File: src/rtl/ils_pkg.sv
// ils_pkg: shared widths, request and status codes, and the command and status
// structs exchanged between the list controller and its datapath.
// No dependencies.
package ils_pkg;

  localparam int DEF_CAPACITY = 16;

  localparam int KIND_W   = 3;
  localparam int POS_W    = 5;
  localparam int VAL_W    = 32;
  localparam int STATUS_W = 2;
  localparam int COUNT_W  = 5;

  localparam logic [KIND_W-1:0] KIND_INS_HEAD = 3'd0;
  localparam logic [KIND_W-1:0] KIND_INS_TAIL = 3'd1;
  localparam logic [KIND_W-1:0] KIND_INS_AT   = 3'd2;
  localparam logic [KIND_W-1:0] KIND_DEL_HEAD = 3'd3;
  localparam logic [KIND_W-1:0] KIND_DEL_TAIL = 3'd4;
  localparam logic [KIND_W-1:0] KIND_DEL_AT   = 3'd5;
  localparam logic [KIND_W-1:0] KIND_READ     = 3'd6;

  localparam logic [STATUS_W-1:0] ST_OK        = 2'd0;
  localparam logic [STATUS_W-1:0] ST_BAD_INDEX = 2'd1;
  localparam logic [STATUS_W-1:0] ST_EMPTY     = 2'd2;
  localparam logic [STATUS_W-1:0] ST_FULL      = 2'd3;

  localparam logic signed [VAL_W-1:0] RD_INVALID = '1;
  localparam logic signed [VAL_W-1:0] RD_NONE    = '0;

  typedef struct packed {
    logic take;
    logic decide;
    logic mem_rd;
    logic move_wr;
    logic put;
    logic trim;
    logic load_out;
  } ils_cmd_t;

  typedef struct packed {
    logic is_ins;
    logic is_rd;
    logic go;
    logic more;
    logic out_free;
  } ils_sts_t;

endpackage

File: src/rtl/ils_ctrl.sv
// ils_ctrl: request sequencer for the list store; steps one word move at a
// time through the datapath. Depends on ils_pkg.
module ils_ctrl (
  input  logic              clk,
  input  logic              rst_n,
  input  logic              in_valid,
  output logic              in_stall,
  input  ils_pkg::ils_sts_t sts,
  output ils_pkg::ils_cmd_t cmd
);
  import ils_pkg::*;

  typedef enum logic [8:0] {
    S_IDLE    = 9'b000000001,
    S_CHECK   = 9'b000000010,
    S_STEP    = 9'b000000100,
    S_MOVE_RD = 9'b000001000,
    S_MOVE_WR = 9'b000010000,
    S_PUT     = 9'b000100000,
    S_TRIM    = 9'b001000000,
    S_FETCH   = 9'b010000000,
    S_DONE    = 9'b100000000
  } state_t;

  state_t state_r, state_nxt;

  always_ff @(posedge clk) begin
    if (!rst_n) begin
      state_r <= S_IDLE;
    end else begin
      state_r <= state_nxt;
    end
  end

  always_comb begin
    state_nxt = state_r;
    cmd       = '0;
    case (state_r)
      S_IDLE: begin
        if (in_valid) begin
          cmd.take  = 1'b1;
          state_nxt = S_CHECK;
        end
      end
      S_CHECK: begin
        cmd.decide = 1'b1;
        if (!sts.go) begin
          state_nxt = S_DONE;
        end else if (sts.is_rd) begin
          state_nxt = S_FETCH;
        end else begin
          state_nxt = S_STEP;
        end
      end
      S_STEP: begin
        if (sts.more) begin
          state_nxt = S_MOVE_RD;
        end else if (sts.is_ins) begin
          state_nxt = S_PUT;
        end else begin
          state_nxt = S_TRIM;
        end
      end
      S_MOVE_RD: begin
        cmd.mem_rd = 1'b1;
        state_nxt  = S_MOVE_WR;
      end
      S_MOVE_WR: begin
        cmd.move_wr = 1'b1;
        state_nxt   = S_STEP;
      end
      S_PUT: begin
        cmd.put   = 1'b1;
        state_nxt = S_DONE;
      end
      S_TRIM: begin
        cmd.trim  = 1'b1;
        state_nxt = S_DONE;
      end
      S_FETCH: begin
        cmd.mem_rd = 1'b1;
        state_nxt  = S_DONE;
      end
      S_DONE: begin
        if (sts.out_free) begin
          cmd.load_out = 1'b1;
          state_nxt    = S_IDLE;
        end
      end
      default: begin
        state_nxt = S_IDLE;
      end
    endcase
  end

  assign in_stall = (state_r != S_IDLE);

endmodule

File: src/rtl/ils_dp.sv
// ils_dp: list datapath: entry memory, count, cursor, request and result
// registers. Driven by ils_ctrl commands; depends on ils_pkg.
module ils_dp #(
  parameter int CAPACITY = ils_pkg::DEF_CAPACITY
) (
  input  logic                                clk,
  input  logic                                rst_n,
  input  ils_pkg::ils_cmd_t                   cmd,
  output ils_pkg::ils_sts_t                   sts,
  input  logic        [ils_pkg::KIND_W-1:0]   in_kind,
  input  logic        [ils_pkg::POS_W-1:0]    in_position,
  input  logic signed [ils_pkg::VAL_W-1:0]    in_item_value,
  output logic                                out_valid,
  input  logic                                out_stall,
  output logic        [ils_pkg::STATUS_W-1:0] out_status,
  output logic signed [ils_pkg::VAL_W-1:0]    out_read_value,
  output logic        [ils_pkg::COUNT_W-1:0]  out_entry_count
);
  import ils_pkg::*;

  localparam int IW   = $clog2(CAPACITY);
  localparam int CW   = $clog2(CAPACITY + 1);
  localparam int CMPW = (CW > POS_W) ? CW : POS_W;

  logic        [VAL_W-1:0]    mem [CAPACITY];
  logic        [VAL_W-1:0]    rdata_r;

  logic        [KIND_W-1:0]   kind_r;
  logic        [POS_W-1:0]    pos_r;
  logic signed [VAL_W-1:0]    value_r;
  logic        [CW-1:0]       count_r;
  logic        [CMPW-1:0]     idx_r;
  logic        [CMPW-1:0]     cursor_r;
  logic        [STATUS_W-1:0] st_r;

  logic                       out_valid_r;
  logic        [STATUS_W-1:0] out_status_r;
  logic signed [VAL_W-1:0]    out_read_value_r;
  logic        [COUNT_W-1:0]  out_count_r;

  logic                       is_ins, is_del, is_rd;
  logic        [CMPW-1:0]     count_ext, pos_ext, idx_c, cursor_dn, cursor_up;
  logic        [STATUS_W-1:0] st_c;
  logic        [IW-1:0]       rd_addr;

  assign count_ext = CMPW'(count_r);
  assign pos_ext   = CMPW'(pos_r);
  assign cursor_dn = cursor_r - CMPW'(1);
  assign cursor_up = cursor_r + CMPW'(1);

  always_comb begin
    is_ins = 1'b0;
    is_del = 1'b0;
    is_rd  = 1'b0;
    idx_c  = pos_ext;
    case (kind_r)
      KIND_INS_HEAD: begin is_ins = 1'b1; idx_c = '0;                         end
      KIND_INS_TAIL: begin is_ins = 1'b1; idx_c = count_ext;                  end
      KIND_INS_AT:   begin is_ins = 1'b1; idx_c = pos_ext;                    end
      KIND_DEL_HEAD: begin is_del = 1'b1; idx_c = '0;                         end
      KIND_DEL_TAIL: begin is_del = 1'b1; idx_c = count_ext - CMPW'(1);       end
      KIND_DEL_AT:   begin is_del = 1'b1; idx_c = pos_ext;                    end
      KIND_READ:     begin is_rd  = 1'b1; idx_c = pos_ext;                    end
      default:       begin idx_c = pos_ext;                                   end
    endcase
  end

  always_comb begin
    st_c = ST_OK;
    if (is_ins) begin
      if (idx_c > count_ext) begin
        st_c = ST_BAD_INDEX;
      end else if (count_r >= CW'(CAPACITY)) begin
        st_c = ST_FULL;
      end
    end else if (is_del) begin
      if (count_r == '0) begin
        st_c = ST_EMPTY;
      end else if (idx_c >= count_ext) begin
        st_c = ST_BAD_INDEX;
      end
    end else if (is_rd) begin
      if (idx_c >= count_ext) begin
        st_c = ST_BAD_INDEX;
      end
    end
  end

  always_comb begin
    sts.is_ins   = is_ins;
    sts.is_rd    = is_rd;
    sts.go       = (st_c == ST_OK) && (is_ins || is_del || is_rd);
    sts.more     = is_ins ? (cursor_r > idx_r) : (cursor_up < count_ext);
    sts.out_free = !out_valid_r || !out_stall;
  end

  always_comb begin
    if (is_rd) begin
      rd_addr = idx_r[IW-1:0];
    end else if (is_ins) begin
      rd_addr = cursor_dn[IW-1:0];
    end else begin
      rd_addr = cursor_up[IW-1:0];
    end
  end

  always_ff @(posedge clk) begin
    if (cmd.mem_rd) begin
      rdata_r <= mem[rd_addr];
    end
    if (cmd.move_wr) begin
      mem[cursor_r[IW-1:0]] <= rdata_r;
    end else if (cmd.put) begin
      mem[idx_r[IW-1:0]] <= value_r;
    end
  end

  always_ff @(posedge clk) begin
    if (cmd.take) begin
      kind_r  <= in_kind;
      pos_r   <= in_position;
      value_r <= in_item_value;
    end
    if (cmd.decide) begin
      st_r     <= st_c;
      idx_r    <= idx_c;
      cursor_r <= is_ins ? count_ext : idx_c;
    end else if (cmd.move_wr) begin
      cursor_r <= is_ins ? cursor_dn : cursor_up;
    end
    if (cmd.load_out) begin
      out_status_r <= st_r;
      out_count_r  <= COUNT_W'(count_r);
      if (!is_rd) begin
        out_read_value_r <= RD_NONE;
      end else if (st_r == ST_OK) begin
        out_read_value_r <= rdata_r;
      end else begin
        out_read_value_r <= RD_INVALID;
      end
    end
  end

  always_ff @(posedge clk) begin
    if (!rst_n) begin
      count_r     <= '0;
      out_valid_r <= 1'b0;
    end else begin
      if (cmd.put) begin
        count_r <= count_r + CW'(1);
      end else if (cmd.trim) begin
        count_r <= count_r - CW'(1);
      end
      if (cmd.load_out) begin
        out_valid_r <= 1'b1;
      end else if (!out_stall) begin
        out_valid_r <= 1'b0;
      end
    end
  end

  assign out_valid       = out_valid_r;
  assign out_status      = out_status_r;
  assign out_read_value  = out_read_value_r;
  assign out_entry_count = out_count_r;

endmodule

File: src/rtl/indexed_list_store_unit.sv
// indexed_list_store_unit: ordered list of signed words with insert, delete
// and read at head, tail or index. Built from ils_ctrl and ils_dp; uses ils_pkg.
//
//   channel  | ports                                         | direction
//   ---------+-----------------------------------------------+----------
//   request  | in_valid in_stall in_kind in_position          | in
//            | in_item_value                                  |
//   result   | out_valid out_stall out_status out_read_value  | out
//            | out_entry_count                                |
//
// One request at a time. A rejected request or unused kind goes straight to
// the result, a read fetches its word first, and an insert or delete that
// moves k words ends with a put or trim; each moved word costs a read, a
// write and a loop check on the single entry memory port. Reset (rst_n low,
// synchronous) empties the list; no clearing pass. A stalled result is held
// in the output register while the next request is accepted and worked on.
module indexed_list_store_unit #(
  parameter int CAPACITY = ils_pkg::DEF_CAPACITY
) (
  input  logic                                clk,
  input  logic                                rst_n,
  input  logic                                in_valid,
  output logic                                in_stall,
  input  logic        [ils_pkg::KIND_W-1:0]   in_kind,
  input  logic        [ils_pkg::POS_W-1:0]    in_position,
  input  logic signed [ils_pkg::VAL_W-1:0]    in_item_value,
  output logic                                out_valid,
  input  logic                                out_stall,
  output logic        [ils_pkg::STATUS_W-1:0] out_status,
  output logic signed [ils_pkg::VAL_W-1:0]    out_read_value,
  output logic        [ils_pkg::COUNT_W-1:0]  out_entry_count
);
  import ils_pkg::*;

  ils_cmd_t cmd;
  ils_sts_t sts;

  ils_ctrl u_ctrl (
    .clk      (clk),
    .rst_n    (rst_n),
    .in_valid (in_valid),
    .in_stall (in_stall),
    .sts      (sts),
    .cmd      (cmd)
  );

  ils_dp #(
    .CAPACITY (CAPACITY)
  ) u_dp (
    .clk             (clk),
    .rst_n           (rst_n),
    .cmd             (cmd),
    .sts             (sts),
    .in_kind         (in_kind),
    .in_position     (in_position),
    .in_item_value   (in_item_value),
    .out_valid       (out_valid),
    .out_stall       (out_stall),
    .out_status      (out_status),
    .out_read_value  (out_read_value),
    .out_entry_count (out_entry_count)
  );

endmodule

File: config.mk
export PLATFORM = sky130hd
export DESIGN_NAME = indexed_list_store_unit
export DESIGN_NICKNAME = d
export VERILOG_FILES = /design/src/rtl/ils_pkg.sv /design/src/rtl/ils_ctrl.sv /design/src/rtl/ils_dp.sv /design/src/rtl/indexed_list_store_unit.sv
export SDC_FILE = /design/constraint.sdc
export NUM_CORES = 1
export LEC_CHECK = 0
export ABC_CLOCK_PERIOD_IN_PS = 7280
export BUFFER_PORTS_ARGS = -buffer_cell sky130_fd_sc_hd__clkbuf_2
export CORE_ASPECT_RATIO = 1.5
export CORE_MARGIN = 1
export CORE_UTILIZATION = 65
export DETAILED_ROUTE_END_ITERATION = 6
export GPL_ROUTABILITY_DRIVEN = 0
export PLACE_DENSITY = 0.88
export SLEW_MARGIN = 20
export SYNTH_ARGS = -nofsm -noshare
export SYNTH_HDL_FRONTEND = slang
export SYNTH_HIERARCHICAL = 1
export SYNTH_SLANG_ARGS = --single-unit
File: constraint.sdc
create_clock -name clk -period 7.28 [get_ports clk]
set_input_delay 1.456 -clock clk [delete_from_list [all_inputs] [get_ports clk]]
set_output_delay 1.456 -clock clk [all_outputs]
set_load 0.01 [all_outputs]
# [Yosys cells after proc, flatten, opt, wreduce, memory -nomap -nowiden]
# Memory sizes are Yosys's and may differ from the RTL's. A register that Yosys moved wholly into a read port is not among the register bits.
# Cells that the tools add are included.
[word_totals] elab_cells=107 memories=1 out_inout_bits=41 regBits=106 mem_bits_rw=512
[mem_list] name="u_dp.mem" depth=16 word_bits=32 rd=1 rd_clocked_by_memory_dff=1 wr=1 line_no="ils_dp.sv:25" text="logic [VAL_W-1:0] mem [CAPACITY];"
[classes] n_reduce_logical=19 mux=47 add_sub_neg=4 n_eq_ne=19 magnitude_cmp=5
[op_table] operator="32-bit two-way mux" n=2
[op_table] operator="9-bit one-hot mux with 7 select lines" n=1
[op_table] operator="32-bit OR reduction" n=1
[op_table] operator="5-bit two-way mux" n=6
[op_table] operator="9-bit two-way mux" n=3
[op_table] operator="1-bit two-way mux" n=22
[op_table] operator="5-bit one-hot mux with 3 select lines" n=1
[op_table] operator="7-bit two-way mux" n=2
[op_table] operator="2-bit two-way mux" n=6
[op_table] operator="4-bit two-way mux" n=3
[op_table] operator="5-bit by 1-bit adder with 5-bit output (second input constant)" n=2
[op_table] operator="5-bit greater-than comparator" n=2
[op_table] operator="5-bit by 1-bit subtractor with 5-bit output (second input constant)" n=2
[op_table] operator="3-bit == test (second input constant)" n=3
[op_table] operator="9-bit by 1-bit == test with 1-bit output (second input constant)" n=1
[op_table] operator="9-bit by 2-bit == test with 1-bit output (second input constant)" n=1
[op_table] operator="9-bit by 3-bit == test with 1-bit output (second input constant)" n=1
[op_table] operator="9-bit by 4-bit == test with 1-bit output (second input constant)" n=1
[op_table] operator="9-bit by 5-bit == test with 1-bit output (second input constant)" n=1
[op_table] operator="9-bit by 6-bit == test with 1-bit output (second input constant)" n=1
[op_table] operator="9-bit by 7-bit == test with 1-bit output (second input constant)" n=1
[op_table] operator="9-bit by 8-bit == test with 1-bit output (second input constant)" n=1
[op_table] operator="9-bit == test (second input constant)" n=1
[op_table] operator="9-bit by 1-bit != test with 1-bit output (second input constant)" n=1
[op_table] operator="other kinds (18)" n=28

# [Logic depth before layout (Yosys ltp)]
[logic_depth] word_depth=12 ltp_mapped=17

# [Modules after synthesis]
# The synthesis kept the hierarchy.
[modules_own_cells] module="ils_dp" area_each_um2=24702.4 cells_each=1516 n_inst=1
[modules_own_cells] module="ils_ctrl" area_each_um2=565.5 cells_each=66 n_inst=1

# [Worst setup path after synthesis]
# OpenSTA, ideal clock, no wires.
[synth_path] path_kind="input -> register" startpoint="in out_stall" endpoint="reg u_dp.out_count_r[0] (netlist: u_dp/out_entry_count[0]), enable pin" slack_ps=2494 stages=3 t_required_ps=6794 arrival_time_ps=4300 n_path_buf=0 path_cell_list="nand2_1 -> nand2_1 -> nor3_1"
[synth_lines] element="from (decl)" line_no="indexed_list_store_unit.sv:28" text="input logic out_stall,"
[synth_lines] element="to (signal assigned)" line_no="ils_dp.sv:133" text="out_count_r <= COUNT_W'(count_r);"
[synth_lines] element="to (decl)" line_no="ils_dp.sv:39" text="logic [COUNT_W-1:0] out_count_r;"

# [Worst setup path in the final report]
[layout_path] startpoint="reg u_dp.cursor_r[0]" endpoint="reg u_dp.rdata_r[20], read port of u_dp.mem, data pin"
[layout_via] elab_chain_len=3
[layout_rtl] element="from (decl)" line_no="ils_dp.sv:33" text="logic [CMPW-1:0] cursor_r;"
[layout_rtl] element="from (signal assigned)" line_no="ils_dp.sv:127" text="cursor_r <= is_ins ? count_ext : idx_c;"
[layout_rtl] element="from (signal assigned)" line_no="ils_dp.sv:129" text="cursor_r <= is_ins ? cursor_dn : cursor_up;"
[layout_rtl] element="5-bit by 1-bit adder with 5-bit output / 5-bit by 1-bit subtractor with 5-bit output (equally long branches)" line_no="ils_dp.sv:49, ils_dp.sv:48"
[layout_rtl] element="4-bit two-way mux *" line_no="ils_dp.sv:100" text="end else if (is_ins) begin"
[layout_rtl] element="4-bit two-way mux *" line_no="ils_dp.sv:98" text="if (is_rd) begin"
[layout_rtl] element="to (decl)" line_no="ils_dp.sv:26" text="logic [VAL_W-1:0] rdata_r;"
# Every way passes the cells marked *; elsewhere a longest branch is shown, timed or not.
# A chain may end at the register's enable or synchronous reset.

==> results.md <==
- Most frequent CP cell: buf_4
- Post-cts gate resize count: 0
- Sequential Power Share: 0.549
- Placed cell area: about 0.026 sq mm
- Via count of the first global-routing pass: ~16000
- Filler cell count in the final layout: 2151
- Fraction of post-synthesis cell area in the top cell type by area: 0.7546
- Post-synthesis average cell area: between 15 and 20 sq um
- Post-Syn Instances: between 1500 and 2000
- Clock network fraction of design power: 0.373
- Highest-delay cell along the critical path: buf_4
- Drt total wl: 60.85 mm
- Cell Rows: ~90
- Top post-synthesis cells by area: edfxtp_1, o22ai_1, a21oi_1
- Clock-pin slew of the registers on the worst-case setup and hold paths: roughly 70 ps
- Combinational Power Share: 0.078
- Total count of max-transition violations in the final report: 0
- Width of the chip: 163.0 um
- First-pass GRT wire length: between 90 and 100 mm
- Maximum number of pins on one net before global-route repair: 56
- Power Internal: approximately 5.8 mW
- Critical path depth in cells: 10
- Worst hold path stage count: 0
- Area growth from synthesis to layout: 10.64%
- Detailed Routing Iterations Pass 1: 6
- Fraction of the cycle the final worst path needs: 0.6037
- TritonCTS clock tree: yes
- Hold Path Class: flip-flop to flip-flop
- DRC violations left: 0
- H-tree level count: 2
- Vertical extent of the die: ~240 um
- Cell taking the most area after synthesis: edfxtp_1
- Port-buffer cells: between 80 and 90
- Status: complete, no violations
- Count of yosys warnings during synthesis: 6
- Total half-perimeter wirelength after legalization and detailed placement: around 32 mm
- Data required, critical path: roughly 7700 ps
- Starting utilization of the core area: 0.6576
- CTS sink cnt: 650
- Gate family responsible for the most delay along the worst path: buffers and inverters
- Peak per-stage delay on the critical path: slightly below 700 ps
- Library cell used as clock root buffer: clkbuf_16
- Num CTS Buffers: 53
- Count of flip-flops with a built-in enable after synthesis: 635
- Series of cell instances along the critical path: inv_1 > ha_1 > nor2b_1 > a32oi_2 > buf_4 > and2_4 > buf_4 > o22ai_1 > or3_1 > o311ai_1
- Total area of multi-input combinational cells: 0.005485 sq mm
- Fmax: 227.5 MHz
- Synthesized cell area: 0.02527 sq mm
- Crit start category: flip-flop
- Clock latency of the later-clocked register in the worst-skew pair: 620 ps
- Post-synth top flop: edfxtp_1
- Maximum root-to-sink buffer count: 3
- Part of the Yosys area used for sequential elements: 0.7665
- Antenna violations before repair: 0
- Fin Setup TNS: 0 ps
- Share of post-route cells with drive strength above 1: 0.1640
- Setup violators final: 0
- Final hold violation count: 0
- Synthesized Nets: 1644
- Min Clock Period, post-route: around 4400 ps
- Category of the worst setup path capture point: flip-flop
- Class of the most critical setup path: flip-flop to flip-flop
- Layout Cell Area excl Fill: 0.02796 sq mm
- Leakage power: about 8.9 nW
- Buffers inserted during post-CTS setup optimization: 0
- First-iteration detailed-routing DRC count: 2245
- Hold bufs inserted after CTS: 0
- Max-Slew Margin vs Limit: 0.3314
- Final routed wire length divided by cell count: ~28 um
- Overall Global Routing Usage: 0.3126
- Core footprint: approximately 0.038 sq mm
- CP Buf/Inv Count: 3
- Crit path max fanout: 51
- Total number of nets in the final design: 1707
- Arr. time, crit path: 4800 ps
- Number of inserted diodes: 0
- Number of placed I/O pins: 85
- Depth of the worst register-to-register path: 10
- Max-capacitance violation count: 0
- Synthesis-stage register bit count: 650
- Power density relative to cell area: 269.7 mW/mm^2
- Clk_skew: 22.73 ps
- Share of flip-flops with an asynchronous set or reset after synthesis: 0
- Overall die area: 0.03968 sq mm
- Sequential cell area in the final layout: about 0.019 sq mm
- Switch share: 0.2250
- Worst Tran Pin Value: between 1000 and 1500 ps
- Total congestion overflow after global routing: 0
- Sw power: between 1.5 and 2 mW
- Number of different library cells in the post-synthesis netlist: between 70 and 80
- Count of nets left with antenna violations after detail routing: 0
- Total vias in the final route: ~16000
- Max IR drop VDD: around 0.00025 V
- Detailed-route vias per instance: between 7 and 8
- RSZ-0062 raised after global routing: false
Yosys cell counts, types with 5 or more instances:
| master | count |
|---|---|
| o21ai_0 | 18 |
| nand3_1 | 9 |
| mux2_2 | 33 |
| nor3_1 | 15 |
| buf_6 | 6 |
| nor4_1 | 33 |
| nor4b_1 | 5 |
| xor2_1 | 5 |
| o311ai_1 | 32 |
| and2_1 | 10 |
| nor2b_1 | 11 |
| nand2b_1 | 7 |
| a21oi_1 | 140 |
| o22ai_1 | 130 |
| or3_1 | 33 |
| nor2_1 | 102 |
| edfxtp_1 | 635 |
| ha_1 | 18 |
| o22a_1 | 64 |
| dfxtp_1 | 15 |
| inv_1 | 19 |
| clkbuf_1 | 87 |
| nand2_1 | 19 |
| a32oi_1 | 37 |
| buf_2 | 16 |
| xnor2_1 | 8 |
| nor3b_1 | 7 |
worst paths after layout:
kind	from	endpoint	slack [ps]
worst min register to register	u_dp/st_r[0]$_DFFE_PP_	u_dp/out_status[0]$_DFFE_PP_	440
worst max-delay path	u_dp/cursor_r[0]$_DFFE_PP_	u_dp/rdata_r[20]$_DFFE_PP_	2880
worst max register to register	u_dp/cursor_r[0]$_DFFE_PP_	u_dp/rdata_r[20]$_DFFE_PP_	2880
worst min-delay path	u_dp/st_r[0]$_DFFE_PP_	u_dp/out_status[0]$_DFFE_PP_	440
final cells by class:
class | count | area share
Sequential cell | 650 | 0.6928
Tap cell | 495 | 0.02215
Inverter | 21 | 0.002909
Multi-Input combinational cell | 798 | 0.1962
Clock inverter | 32 | 0.01105
Timing Repair Buffer | 121 | 0.02555
Clock buffer | 67 | 0.04932
power groups by stage:
stage	clock network [mW]	logic [mW]	registers (mW)
CTS	2.83	0.573	4.14
global route	2.96	0.621	4.14
floorplan	0	0.400	4.20
global placement	0	0.532	4.21
detailed placement	0	0.562	4.22
finish	2.82	0.588	4.14
placed cells by master, fill, tap and decap left out, drive strengths merged, types with 32 or more instances in the layout:
master / n
a21oi: 140
a32oi: 38
buf: 37
clkbuf: 151
edfxtp: 635
mux2: 33
nor2: 102
nor4: 34
o22a: 64
o22ai: 130
o311ai: 32
or3: 33
flip-flops by register name (all words and copies together) (netlist names), 9 cells and up:
signal / count
u_ctrl/state_r: 9
u_dp/mem: 512
u_dp/out_read_value: 32
u_dp/rdata_r: 32
u_dp/value_r: 32
worst register-to-register path, delay by kind of cell (launching register included):
family                     cells  cell delay, ps
and+or+nand+nor                3            1160
DFF                            1             650
adders and majority gates      1             550
buffers and inverters          3            1360
AOI/OAI and AO/OA              3             480
cells by family after synthesis:
| logic type | Yosys count | share of synthesized area |
|---|---|---|
| AO/OA/AOI/OAI | 457 | 0.1215 |
| XOR/XNOR | 14 | 0.005150 |
| adder cells (fa/ha/maj) | 18 | 0.008913 |
| buffers and inverters | 134 | 0.02347 |
| flip-flops | 650 | 0.7665 |
| multiplexers | 36 | 0.01639 |
| AND/OR/NAND/NOR | 273 | 0.05808 |
per-stage QoR:
stage                     hold WS, ps  power, mW    util  instances  setup slack [ps]
after floorplan                 406.4      4.604       -       1582              2494
after global placement          422.8      4.747  0.6825       2083              3196
after detailed placement        425.6      4.778  0.6831       2084              3014
after CTS                       438.6      7.535  0.7270       2183              2971
after global routing            446.1      7.717  0.7275       2184              2681
final                           436.7      7.540  0.7275       2184              2885
layer usage:
metal	vias to the layer above	track usage	share of wire
met4	0	0.1754	0.055
met5	-	0	0
li1	6510	-	-
met3	282	0.05686	0.11
met1	7527	0.3866	0.33
met2	1264	0.5195	0.50
Note: power is estimated with default switching activity, not from simulation.
